### config.mk
export PLATFORM = sky130hd
export DESIGN_NAME = lorenz_euler_integrator_top
export DESIGN_NICKNAME = d
export VERILOG_FILES = /design/src/rtl/lei_pkg.sv /design/src/rtl/lei_alu.sv /design/src/rtl/lorenz_euler_integrator_top.sv
export SDC_FILE = /design/constraint.sdc
export NUM_CORES = 2
export LEC_CHECK = 0
export ABC_AREA = 1
export BUFFER_PORTS_ARGS = -buffer_cell sky130_fd_sc_hd__buf_2
export CAP_MARGIN = 20
export CORE_MARGIN = 2
export CORE_UTILIZATION = 28
export DETAILED_ROUTE_END_ITERATION = 8
export GPL_TIMING_DRIVEN = 0
export SLEW_MARGIN = 30
export SYNTH_ARGS = -nofsm -noshare
export SYNTH_HDL_FRONTEND = slang
export SYNTH_SLANG_ARGS = --single-unit
export TNS_END_PERCENT = 10
### constraint.sdc
create_clock -name clk -period 8.2 [get_ports clk]
set_clock_uncertainty 0.2 [all_clocks]
set_input_delay 0.41 -clock clk [delete_from_list [all_inputs] [get_ports clk]]
set_output_delay 0.41 -clock clk [all_outputs]
set_load 0.005 [all_outputs]
### src/rtl/lei_pkg.sv
`timescale 1ns / 1ps
`default_nettype none

package lei_pkg;

  typedef enum logic [2:0] {
    ALU_Q,
    ALU_SUB,
    ALU_QSUB,
    ALU_CSUBQ,
    ALU_QADD
  } alu_op_t;

  typedef struct packed {
    alu_op_t            op;
    logic signed [31:0] a;
    logic signed [31:0] b;
    logic signed [31:0] c;
  } alu_req_t;

  typedef struct packed {
    logic signed [31:0] value;
    logic               clip;
  } alu_rsp_t;

  typedef enum logic [1:0] {
    ST_IDLE,
    ST_MUL,
    ST_ALU,
    ST_DONE
  } seq_state_t;

  localparam int unsigned NUM_OPS = 12;
  localparam int unsigned OP_CNT_W = 4;
  localparam logic [OP_CNT_W-1:0] LAST_OP = OP_CNT_W'(NUM_OPS - 1);

  localparam int unsigned CFG_IDX_W = 3;
  localparam logic [CFG_IDX_W-1:0] REG_SIGMA = 3'd0;
  localparam logic [CFG_IDX_W-1:0] REG_RHO   = 3'd1;
  localparam logic [CFG_IDX_W-1:0] REG_BETA  = 3'd2;
  localparam logic [CFG_IDX_W-1:0] REG_DT    = 3'd3;
  localparam logic [CFG_IDX_W-1:0] REG_SCALE = 3'd4;

  localparam int unsigned GAIN_W = 31;
  localparam int unsigned COORD_W = 32;

endpackage

`default_nettype wire

### src/rtl/lei_alu.sv
`timescale 1ns / 1ps
`default_nettype none

module lei_alu #(
  parameter int unsigned FRAC_BITS = 24
) (
  input  wire logic               clk,
  input  wire logic               issue,
  input  wire lei_pkg::alu_req_t  req,
  output lei_pkg::alu_rsp_t       rsp
);

  localparam logic signed [63:0] HALF   = 64'sd1 <<< (FRAC_BITS - 1);
  localparam logic signed [63:0] MAX64  = 64'sd2147483647;
  localparam logic signed [63:0] MIN64  = -64'sd2147483648;

  logic signed [63:0] prod_r;
  logic signed [31:0] a_r;
  logic signed [31:0] b_r;
  logic signed [31:0] c_r;
  lei_pkg::alu_op_t   op_r;

  always_ff @(posedge clk) begin
    if (issue) begin
      prod_r <= 64'(req.a) * 64'(req.b);
      a_r    <= req.a;
      b_r    <= req.b;
      c_r    <= req.c;
      op_r   <= req.op;
    end
  end

  logic signed [63:0] rnd;
  logic signed [63:0] shd;
  logic signed [31:0] q;
  logic               q_clip;
  logic signed [32:0] sum;
  logic               sum_clip;

  always_comb begin
    rnd    = prod_r + HALF;
    shd    = rnd >>> FRAC_BITS;
    q_clip = (shd > MAX64) || (shd < MIN64);
    if (shd > MAX64) begin
      q = 32'sh7fffffff;
    end else if (shd < MIN64) begin
      q = 32'sh80000000;
    end else begin
      q = shd[31:0];
    end
    case (op_r)
      lei_pkg::ALU_SUB:   sum = 33'(a_r) - 33'(b_r);
      lei_pkg::ALU_QSUB:  sum = 33'(q) - 33'(c_r);
      lei_pkg::ALU_CSUBQ: sum = 33'(c_r) - 33'(q);
      lei_pkg::ALU_QADD:  sum = 33'(c_r) + 33'(q);
      default:            sum = 33'(q);
    endcase
    sum_clip = sum[32] != sum[31];
    if (!sum_clip) begin
      rsp.value = sum[31:0];
    end else if (sum[32]) begin
      rsp.value = 32'sh80000000;
    end else begin
      rsp.value = 32'sh7fffffff;
    end
    rsp.clip = sum_clip || ((op_r != lei_pkg::ALU_SUB) && q_clip);
  end

endmodule

`default_nettype wire

### src/rtl/lorenz_euler_integrator_top.sv
`timescale 1ns / 1ps
`default_nettype none

// One forward-Euler step of the Lorenz system per input item. A single
// 32x32 multiplier with round, saturate and add/subtract runs twelve
// operations in turn, each in a multiply state and an ALU state, then a
// done state moves the result into the output register. The next item can
// be taken in the cycle after that load. A result that is not taken holds
// off the load of the next one, and the input with it. No new item is taken
// while a step runs, since the shared multiplier and its post-add stage
// serve all twelve operations. Coordinates and results are signed fixed
// point with FRAC_BITS fraction bits; any clip to the 32-bit range during a
// step sets the saturated flag.

module lorenz_euler_integrator_top #(
  parameter int unsigned FRAC_BITS = 24
) (
  input  wire logic                                 clk,
  input  wire logic                                 rst_n,
  input  wire logic                                 in_tvalid,
  output logic                                      in_tready,
  input  wire logic [7:0]                           in_tdata,   // restart
  output logic                                      out_tvalid,
  input  wire logic                                 out_tready,
  output logic [95:0]                               out_tdata,  // x_scaled, y_scaled, z_scaled
  output logic [0:0]                                out_tuser,  // saturated
  input  wire logic                                 cfg_we,
  input  wire logic [lei_pkg::CFG_IDX_W-1:0]        cfg_index,
  input  wire logic [lei_pkg::GAIN_W-1:0]           cfg_wdata
);

  localparam logic [63:0] Q_ONE64 = 64'd1 << FRAC_BITS;
  localparam logic signed [31:0] Q_ONE = 32'(Q_ONE64);
  localparam logic [30:0] SIGMA_RST = 31'(10 * Q_ONE64);
  localparam logic [30:0] RHO_RST   = 31'(28 * Q_ONE64);
  localparam logic [30:0] BETA_RST  = 31'((16 * Q_ONE64 + 3) / 6);
  localparam logic [30:0] DT_RST    = 31'((Q_ONE64 + 500) / 1000);
  localparam logic [30:0] SCALE_RST = 31'((4 * Q_ONE64 + 50) / 100);

  logic [30:0] sigma_r, rho_r, beta_r, dt_r, scale_r;

  always_ff @(posedge clk) begin
    if (!rst_n) begin
      sigma_r <= SIGMA_RST;
      rho_r   <= RHO_RST;
      beta_r  <= BETA_RST;
      dt_r    <= DT_RST;
      scale_r <= SCALE_RST;
    end else if (cfg_we) begin
      unique case (cfg_index)
        lei_pkg::REG_SIGMA: sigma_r <= cfg_wdata;
        lei_pkg::REG_RHO:   rho_r   <= cfg_wdata;
        lei_pkg::REG_BETA:  beta_r  <= cfg_wdata;
        lei_pkg::REG_DT:    dt_r    <= cfg_wdata;
        lei_pkg::REG_SCALE: scale_r <= cfg_wdata;
        default: ;
      endcase
    end
  end

  lei_pkg::seq_state_t state_r, state_nxt;
  logic [lei_pkg::OP_CNT_W-1:0] op_cnt_r;
  logic signed [31:0] pos_x_r, pos_y_r, pos_z_r;
  logic signed [31:0] tmp_r, dx_r, dy_r, ox_r, oy_r;
  logic               sat_r;
  logic               out_tvalid_r;

  logic              in_acc;
  logic              issue;
  logic              load_out;
  lei_pkg::alu_req_t req;
  lei_pkg::alu_rsp_t rsp;

  assign in_acc   = in_tvalid && in_tready;
  assign issue    = state_r == lei_pkg::ST_MUL;
  assign load_out = (state_r == lei_pkg::ST_DONE) && (!out_tvalid_r || out_tready);

  always_comb begin
    state_nxt = state_r;
    in_tready = 1'b0;
    unique case (state_r)
      lei_pkg::ST_IDLE: begin
        in_tready = 1'b1;
        if (in_tvalid) state_nxt = lei_pkg::ST_MUL;
      end
      lei_pkg::ST_MUL: state_nxt = lei_pkg::ST_ALU;
      lei_pkg::ST_ALU: begin
        if (op_cnt_r == lei_pkg::LAST_OP) state_nxt = lei_pkg::ST_DONE;
        else state_nxt = lei_pkg::ST_MUL;
      end
      lei_pkg::ST_DONE: begin
        if (load_out) state_nxt = lei_pkg::ST_IDLE;
      end
      default: state_nxt = lei_pkg::ST_IDLE;
    endcase
  end

  always_ff @(posedge clk) begin
    if (!rst_n) begin
      state_r <= lei_pkg::ST_IDLE;
    end else begin
      state_r <= state_nxt;
    end
  end

  always_comb begin
    req.op = lei_pkg::ALU_Q;
    req.a  = pos_x_r;
    req.b  = pos_y_r;
    req.c  = tmp_r;
    case (op_cnt_r)
      4'd0: begin
        req.op = lei_pkg::ALU_SUB;
        req.a  = pos_y_r;
        req.b  = pos_x_r;
      end
      4'd1: begin
        req.a = $signed({1'b0, sigma_r});
        req.b = tmp_r;
      end
      4'd2: begin
        req.op = lei_pkg::ALU_SUB;
        req.a  = $signed({1'b0, rho_r});
        req.b  = pos_z_r;
      end
      4'd3: begin
        req.op = lei_pkg::ALU_QSUB;
        req.b  = tmp_r;
        req.c  = pos_y_r;
      end
      4'd4: ;
      4'd5: begin
        req.op = lei_pkg::ALU_CSUBQ;
        req.a  = $signed({1'b0, beta_r});
        req.b  = pos_z_r;
      end
      4'd6: begin
        req.op = lei_pkg::ALU_QADD;
        req.a  = dx_r;
        req.b  = $signed({1'b0, dt_r});
        req.c  = pos_x_r;
      end
      4'd7: begin
        req.op = lei_pkg::ALU_QADD;
        req.a  = dy_r;
        req.b  = $signed({1'b0, dt_r});
        req.c  = pos_y_r;
      end
      4'd8: begin
        req.op = lei_pkg::ALU_QADD;
        req.a  = tmp_r;
        req.b  = $signed({1'b0, dt_r});
        req.c  = pos_z_r;
      end
      4'd9: req.b = $signed({1'b0, scale_r});
      4'd10: begin
        req.a = pos_y_r;
        req.b = $signed({1'b0, scale_r});
      end
      default: begin
        req.a = pos_z_r;
        req.b = $signed({1'b0, scale_r});
      end
    endcase
  end

  lei_alu #(
    .FRAC_BITS (FRAC_BITS)
  ) u_alu (
    .clk   (clk),
    .issue (issue),
    .req   (req),
    .rsp   (rsp)
  );

  always_ff @(posedge clk) begin
    if (!rst_n) begin
      op_cnt_r <= '0;
      sat_r    <= 1'b0;
      pos_x_r  <= Q_ONE;
      pos_y_r  <= Q_ONE;
      pos_z_r  <= Q_ONE;
    end else if (in_acc) begin
      op_cnt_r <= '0;
      sat_r    <= 1'b0;
      if (in_tdata[0]) begin
        pos_x_r <= Q_ONE;
        pos_y_r <= Q_ONE;
        pos_z_r <= Q_ONE;
      end
    end else if (state_r == lei_pkg::ST_ALU) begin
      sat_r <= sat_r | rsp.clip;
      if (op_cnt_r != lei_pkg::LAST_OP) op_cnt_r <= op_cnt_r + 1'b1;
      case (op_cnt_r)
        4'd6: pos_x_r <= rsp.value;
        4'd7: pos_y_r <= rsp.value;
        4'd8: pos_z_r <= rsp.value;
        default: ;
      endcase
    end
  end

  always_ff @(posedge clk) begin
    if (state_r == lei_pkg::ST_ALU) begin
      case (op_cnt_r)
        4'd0, 4'd2, 4'd4, 4'd5: tmp_r <= rsp.value;
        4'd1:  dx_r <= rsp.value;
        4'd3:  dy_r <= rsp.value;
        4'd9:  ox_r <= rsp.value;
        4'd10: oy_r <= rsp.value;
        4'd11: tmp_r <= rsp.value;
        default: ;
      endcase
    end
  end

  always_ff @(posedge clk) begin
    if (!rst_n) begin
      out_tvalid_r <= 1'b0;
    end else if (load_out) begin
      out_tvalid_r <= 1'b1;
    end else if (out_tready) begin
      out_tvalid_r <= 1'b0;
    end
  end

  always_ff @(posedge clk) begin
    if (load_out) begin
      out_tdata <= {tmp_r, oy_r, ox_r};
      out_tuser <= sat_r;
    end
  end

  assign out_tvalid = out_tvalid_r;

  a_busy_after_accept: assert property (@(posedge clk) disable iff (!rst_n)
    in_acc |=> !in_tready)
    else $error("input taken while a step is running");

  a_no_overwrite: assert property (@(posedge clk) disable iff (!rst_n)
    (out_tvalid && !out_tready) |-> !load_out)
    else $error("pending result overwritten");

  a_op_cnt_range: assert property (@(posedge clk) disable iff (!rst_n)
    op_cnt_r <= lei_pkg::LAST_OP)
    else $error("operation counter out of range");

  a_restart_load: assert property (@(posedge clk) disable iff (!rst_n)
    (in_acc && in_tdata[0]) |=> (pos_x_r == Q_ONE && pos_y_r == Q_ONE && pos_z_r == Q_ONE))
    else $error("restart did not reload the state");

endmodule

`default_nettype wire

==> Yosys cells after proc, flatten, opt, wreduce, memory -nomap -nowiden <==
Index checks and enable logic that the tools add are counted.
{ "totals": {"register_bits": 679, "latchBits": 0, "ramBits": 0, "romBits": 0, "output_inout_bits": 99, "elab_cells": 128, "memories": 0} }
{ "classes": {"addsub": 6, "mul": 1, "div": 0, "magnitude_cmp": 2, "eq_ne": 28, "shift": 0, "n_mux": 26, "bitwise_logic": 2, "reduce_logical": 39} }
{ "op_table": {"columns": ["cell", "n"], "rows": [
  ["$mux 32", 14],
  ["$pmux 32 s8", 1],
  ["$pmux 32 s5", 1],
  ["$pmux 33 s4", 1],
  ["$sub 32x32->33", 3],
  ["$pmux 32 s3", 1],
  ["$add 64x25->64 const B", 1],
  ["$mul 32x32->64", 1],
  ["$gt 40x32->1 const B", 1],
  ["$lt 40x32->1 const B", 1],
  ["$add 32x32->33", 1],
  ["$reduce_and 2->1", 12],
  ["$eq 4x3->1 const B", 4],
  ["$eq 4x4->1 const B", 4],
  ["$eq 3x2->1 const B", 4],
  ["$pmux 3 s4", 1],
  ["$reduce_or 2->1", 6],
  ["$reduce_bool 2->1", 5],
  ["$reduce_and 3->1", 3],
  ["$eq 4x2->1 const B", 2],
  ["$pmux 2 s4", 1],
  ["$eq 3x1->1 const B", 2],
  ["$eq 3x3->1 const B", 2],
  ["$mux 2", 3],
  ["19 further kinds", 29]
]} }

==> Depth between registers and ports, before layout <==
{ "depth": {"word_depth": 11, "depth_mapped": 43, "depth_no_buf": 40} }

==> Hierarchy <==
A second synthesis with hierarchy kept.
{ "hier_totals": {"hier_cells": 8914, "hier_area_um2": 72101.7} }
{ "modules_own_cells": {"columns": ["mod", "instances", "cells_each", "area_each_um2", "seq_area_each_um2"], "rows": [
  ["lei_alu", 1, 6128, 49208.4, 4204.0],
  ["lorenz_euler_integrator_top", 1, 2786, 22893.2, 12902.4]
]} }

==> Least setup slack after synthesis <==
Ideal clock, no wire load.
{ "synth_path": {"kind": "register to register", "from": "reg op_cnt_r[0] in the netlist's numbering", "to": "reg u_alu.prod_r[59], data pin", "arrival_time_ns": 8.447, "required_time_ns": 7.748, "setup_slack_ns": -0.699, "path_stages_with_launch": 35, "n_path_buf": 3, "cell_sequence": "dfxtp_1 > inv_1 > ha_1 > clkbuf_1 > nand2_1 > inv_1 > clkbuf_1 > a211oi_1 > inv_1 > or2_2 > inv_1 > clkbuf_1 > nor2_1 > fa_1 > fa_1 > fa_1 > fa_1 > inv_1 > fa_1 > inv_1 > fa_1 > inv_1 > fa_1 > inv_1 > fa_1 > ha_1 > nand2_1 > nor2_1 > inv_1 > nor2_1 > inv_1 > nor4_1 > nand2_1 > nand3_1 > nand2_1"} }
{ "synth_via": {"elab_chain_cells": 4} }
{ "synth_rtl": {"columns": ["element", "line", "rtl"], "rows": [
  ["start: declaration", "lorenz_euler_integrator_top.sv:62", "logic [lei_pkg::OP_CNT_W-1:0] op_cnt_r;"],
  ["start signal: assignment", "lorenz_euler_integrator_top.sv:193", "if (op_cnt_r != lei_pkg::LAST_OP) op_cnt_r <= op_cnt_r + 1'b1;"],
  ["$eq 4x4->1 (tied with other cells)", "lorenz_euler_integrator_top.sv:111", "case (op_cnt_r)"],
  ["$reduce_or 3->1 (no source line) or $reduce_or 2->1 (tied branches)", null, null],
  ["$pmux 32 s8 or $pmux 32 s5 (tied branches)", "lorenz_euler_integrator_top.sv:111", null],
  ["$mul 32x32->64 *", "lei_alu.sv:25", "prod_r <= 64'(req.a) * 64'(req.b);"],
  ["end signal: assignment", "lei_alu.sv:25", null],
  ["end: declaration", "lei_alu.sv:17", "logic signed [63:0] prod_r;"]
]} }
Every way passes the cells marked *; elsewhere a longest branch is shown, timed or not.
A chain may end at the register's enable or synchronous reset.

==> results.md <==
* Clk root buf: clkbuf_16
* Lkg Pwr at 37.35 nW
* Violations in the final reports: negative setup slack
* Max cap viols at 0
* HPWL Detailed at 263.6 mm
* Avg WL per Cell at 26.85 um
* Main synth FF type: edfxtp_1
* Crit path capture: u_alu.prod_r[63]$_DFFE_PN_
* Crit path launch: op_cnt_r[0]$_SDFFE_PP0P_
* YS warnings at 0
* Clk_lat worst skew at 0.70 ns
* Crit path DAT at 9.59 ns
* Total Routing Usage GR at 0.2533
* TritonCTS Buffers at 73
* Final setup fails at between 40 and 50
* Seq cells post-synth at 656
* Slew @ Worst Pin at 1.120 ns
* Vias at 63.18k
* Core Area at 248,700 um2
* Crit path launch type: flop
* Crit-path slowest cell: fa_2
* Pwr Density at 246.4 nW/um2
* Pin count of the biggest net entering global routing at 26
* Max reg flops at 96
* Setup TNS at -40.42 ns
* Crit path kind: flop to flop
* GPL Wtd Cong at 1.090
* TritonCTS clock tree: built
* Die ar. at 254,000 um2
* Period minus WS final at 9.376 ns
* Non-Filler Instances at 12.19k
* R2R cell count at 39
* Die Y at 504.0 um
* Post-Syn Area at 70,010 um2
* RR Endpoint: u_alu.prod_r[63]$_DFFE_PN_
* RSZ-0062 raised after global routing: true
* Grt ovf at 0
* Area grow syn2layout at 20.02%
* Setup WS post-layout at -1.176 ns
* CP dominant cell by count: fa_1
* Initial core utilization at 0.2815
* Sequential area share after synthesis at 0.2444
* Final antenna-violating net count at 0
* Fmax at 106.7 MHz
* Initial DRT Pass Iterations at 8
* IO buf count at about 140
* Initial drt markers at roughly 8k
* Layout Nets at 10.21k
* EDFF count, synth at 397
* Async SR Flop Fraction at 0
* Inst Count DP at between 10k and 15k
* Maximum VDD drop at 0.0002875 V
* Clock-pin slew on the worst setup and hold paths at 0.06 ns
* Fillcell total at between 20k and 30k
* Final core occ at 0.3379
* Post-synthesis cell count at 8,321
* Largest stage delay on the critical path at 0.78 ns
* Largest Register: out_tdata
* Status: complete, but fails checks
* Slew Limit Headroom at 0.2475
* CTS max path bufs at 3
* Worst Hold Depth at 5
* Drt via density at around 5.2
* Min-Delay Path Class: input pin to flop
* Dpl ws at -3.059 ns
* First-pass GRT wire length at 461.8 mm
* Final hold viol count at 0
* Netlist cell types at 57
* Worst R2R Start: op_cnt_r[0]$_SDFFE_PP0P_
* Antenna violations before repair at 26
* Ports at 146
* Layout cells sized above 1 at 0.1411
* WL final at 327.4 mm
* CTS sink count at 656
* Row count at 183
* R2r setup slk at -1.18 ns
* CP Capture Type: flop
* Syn Nets at 9,734
* Regs by FF count: out_tdata x96, u_alu.prod_r x41
* DRC errors left at 0
* WP data required at around 8.4 ns
* Htree depth at 3
* Pins Over Slew Limit at 0
* Max FO, Critical Path at 10
* Syn avg cell area at 8.413 um2
* Final worst path period share at 1.143
* Vias in the first global route at a little over 60k
* Die width at 504.0 um
[metal layers]
layer	track usage	vias up	wire length [um]
li1	-	26980	-
met1	0.3244	31650	124100
met2	0.3641	3727	135000
met3	0.09014	819	43110
met4	0.1514	10	24810
met5	0.005631	-	345
[stage by stage]
stage | cell area (um2) | hold slack, ns | power, mW
floorplan | 70230 | 0.2003 | 10.56
global placement | 75090 | 0.2002 | 15.23
detailed placement | 75880 | 0.2045 | 15.25
CTS | 82600 | 0.002958 | 19.79
global route | 83990 | 0.1233 | 21.59
finish | 84020 | 0.03142 | 20.70
[where the power goes]
part           internal, mW  switching, mW  leakage, nW
sequential             3.98          0.245         5.74
combinational          4.41           8.70         30.4
clock                  1.87           1.49         1.17
[cell usage in the layout (no fill, tap or decap), drive strengths merged, types with 12 or more instances in the layout]
cell type    netlist  layout
nor4              13      13
clkbuf           197     274
fa              1084    1084
o21bai            17      17
xor2              76      76
xnor2             35      35
o21ai            452     452
a22o              24      24
dlygate4sd3        0      35
a22oi             42      42
nand3            293     293
a31oi             22      22
diode              0      12
dfxtp            259     259
buf              139     519
edfxtp           397     397
nand2           1542    1542
nor2            1178    1178
nand3b            21      21
a21oi            386     386
ha               282     282
or2               19      19
nand4             84      84
clkinv            12      38
o21a              15      15
inv             1513    1490
o22ai             37      37
a21o              18      18
a211oi            20      20
nor3              50      50
o211ai            13      13
a221oi            42      42
clkinvlp           0      31
[worst max-delay path: cells and delay by family, from the launching register on]
family        cells  cell delay, ns
fa+ha+maj        10            4.99
simple gates     16            1.97
flops             1            0.40
buf+inv          13            1.52
[worst min-delay path by stage]
stage                           start                      end
floorplan           ox_r[0]$_DFFE_PP_   out_tdata[0]$_DFFE_PP_
global placement    oy_r[1]$_DFFE_PP_  out_tdata[33]$_DFFE_PP_
detailed placement  oy_r[6]$_DFFE_PP_  out_tdata[38]$_DFFE_PP_
CTS                      cfg_index[2]  sigma_r[0]$_SDFFE_PN0P_
global route             cfg_index[1]   rho_r[29]$_SDFFE_PN0P_
finish                   cfg_index[2]  sigma_r[0]$_SDFFE_PN0P_
[synth_stat cells (all sizes together), types with 84 or more instances]
| library cell | n | share of area |
|---|---|---|
| nand2 | 1542 | 0.084 |
| inv | 1513 | 0.081 |
| nor2 | 1178 | 0.064 |
| fa | 1084 | 0.31 |
| o21ai | 452 | 0.033 |
| edfxtp | 397 | 0.17 |
| a21oi | 386 | 0.028 |
| nand3 | 293 | 0.022 |
| ha | 282 | 0.050 |
| dfxtp | 259 | 0.074 |
| clkbuf | 197 | 0.011 |
| buf | 139 | 0.010 |
| nand4 | 84 | 0.0075 |
[area by class of cell]
class                           count  area, um2  area share
Timing Repair Buffer              397       3473     0.04134
Tap cell                         3330       4167     0.04959
Buffer                            335       2703     0.03217
Antenna cell                       12      30.03   0.0003574
Multi-Input combinational cell   5804      48170      0.5733
Clock inverter                     37      419.2    0.004989
Clock buffer                       96       2034     0.02421
Inverter                         1525       5909     0.07033
Sequential cell                   656      17110      0.2037
[logic make-up after synthesis]
group | count (synthesis) | synth area share
buf+inv | 1861 | 0.1028
compound gates | 1118 | 0.09122
fa+ha+maj | 1366 | 0.3604
flops | 656 | 0.2444
xor+xnor | 111 | 0.01389
simple gates | 3209 | 0.1874
[repair_timing]
action,CTS,global route
endpoints found under the hold margin,152,0
setup endpoints to repair,41,41
hold buffers,35,0
pin swaps,75,69
gates resized for setup,707,285
setup buffers,140,47
No activity file was read; power rests on OpenSTA's default activity.
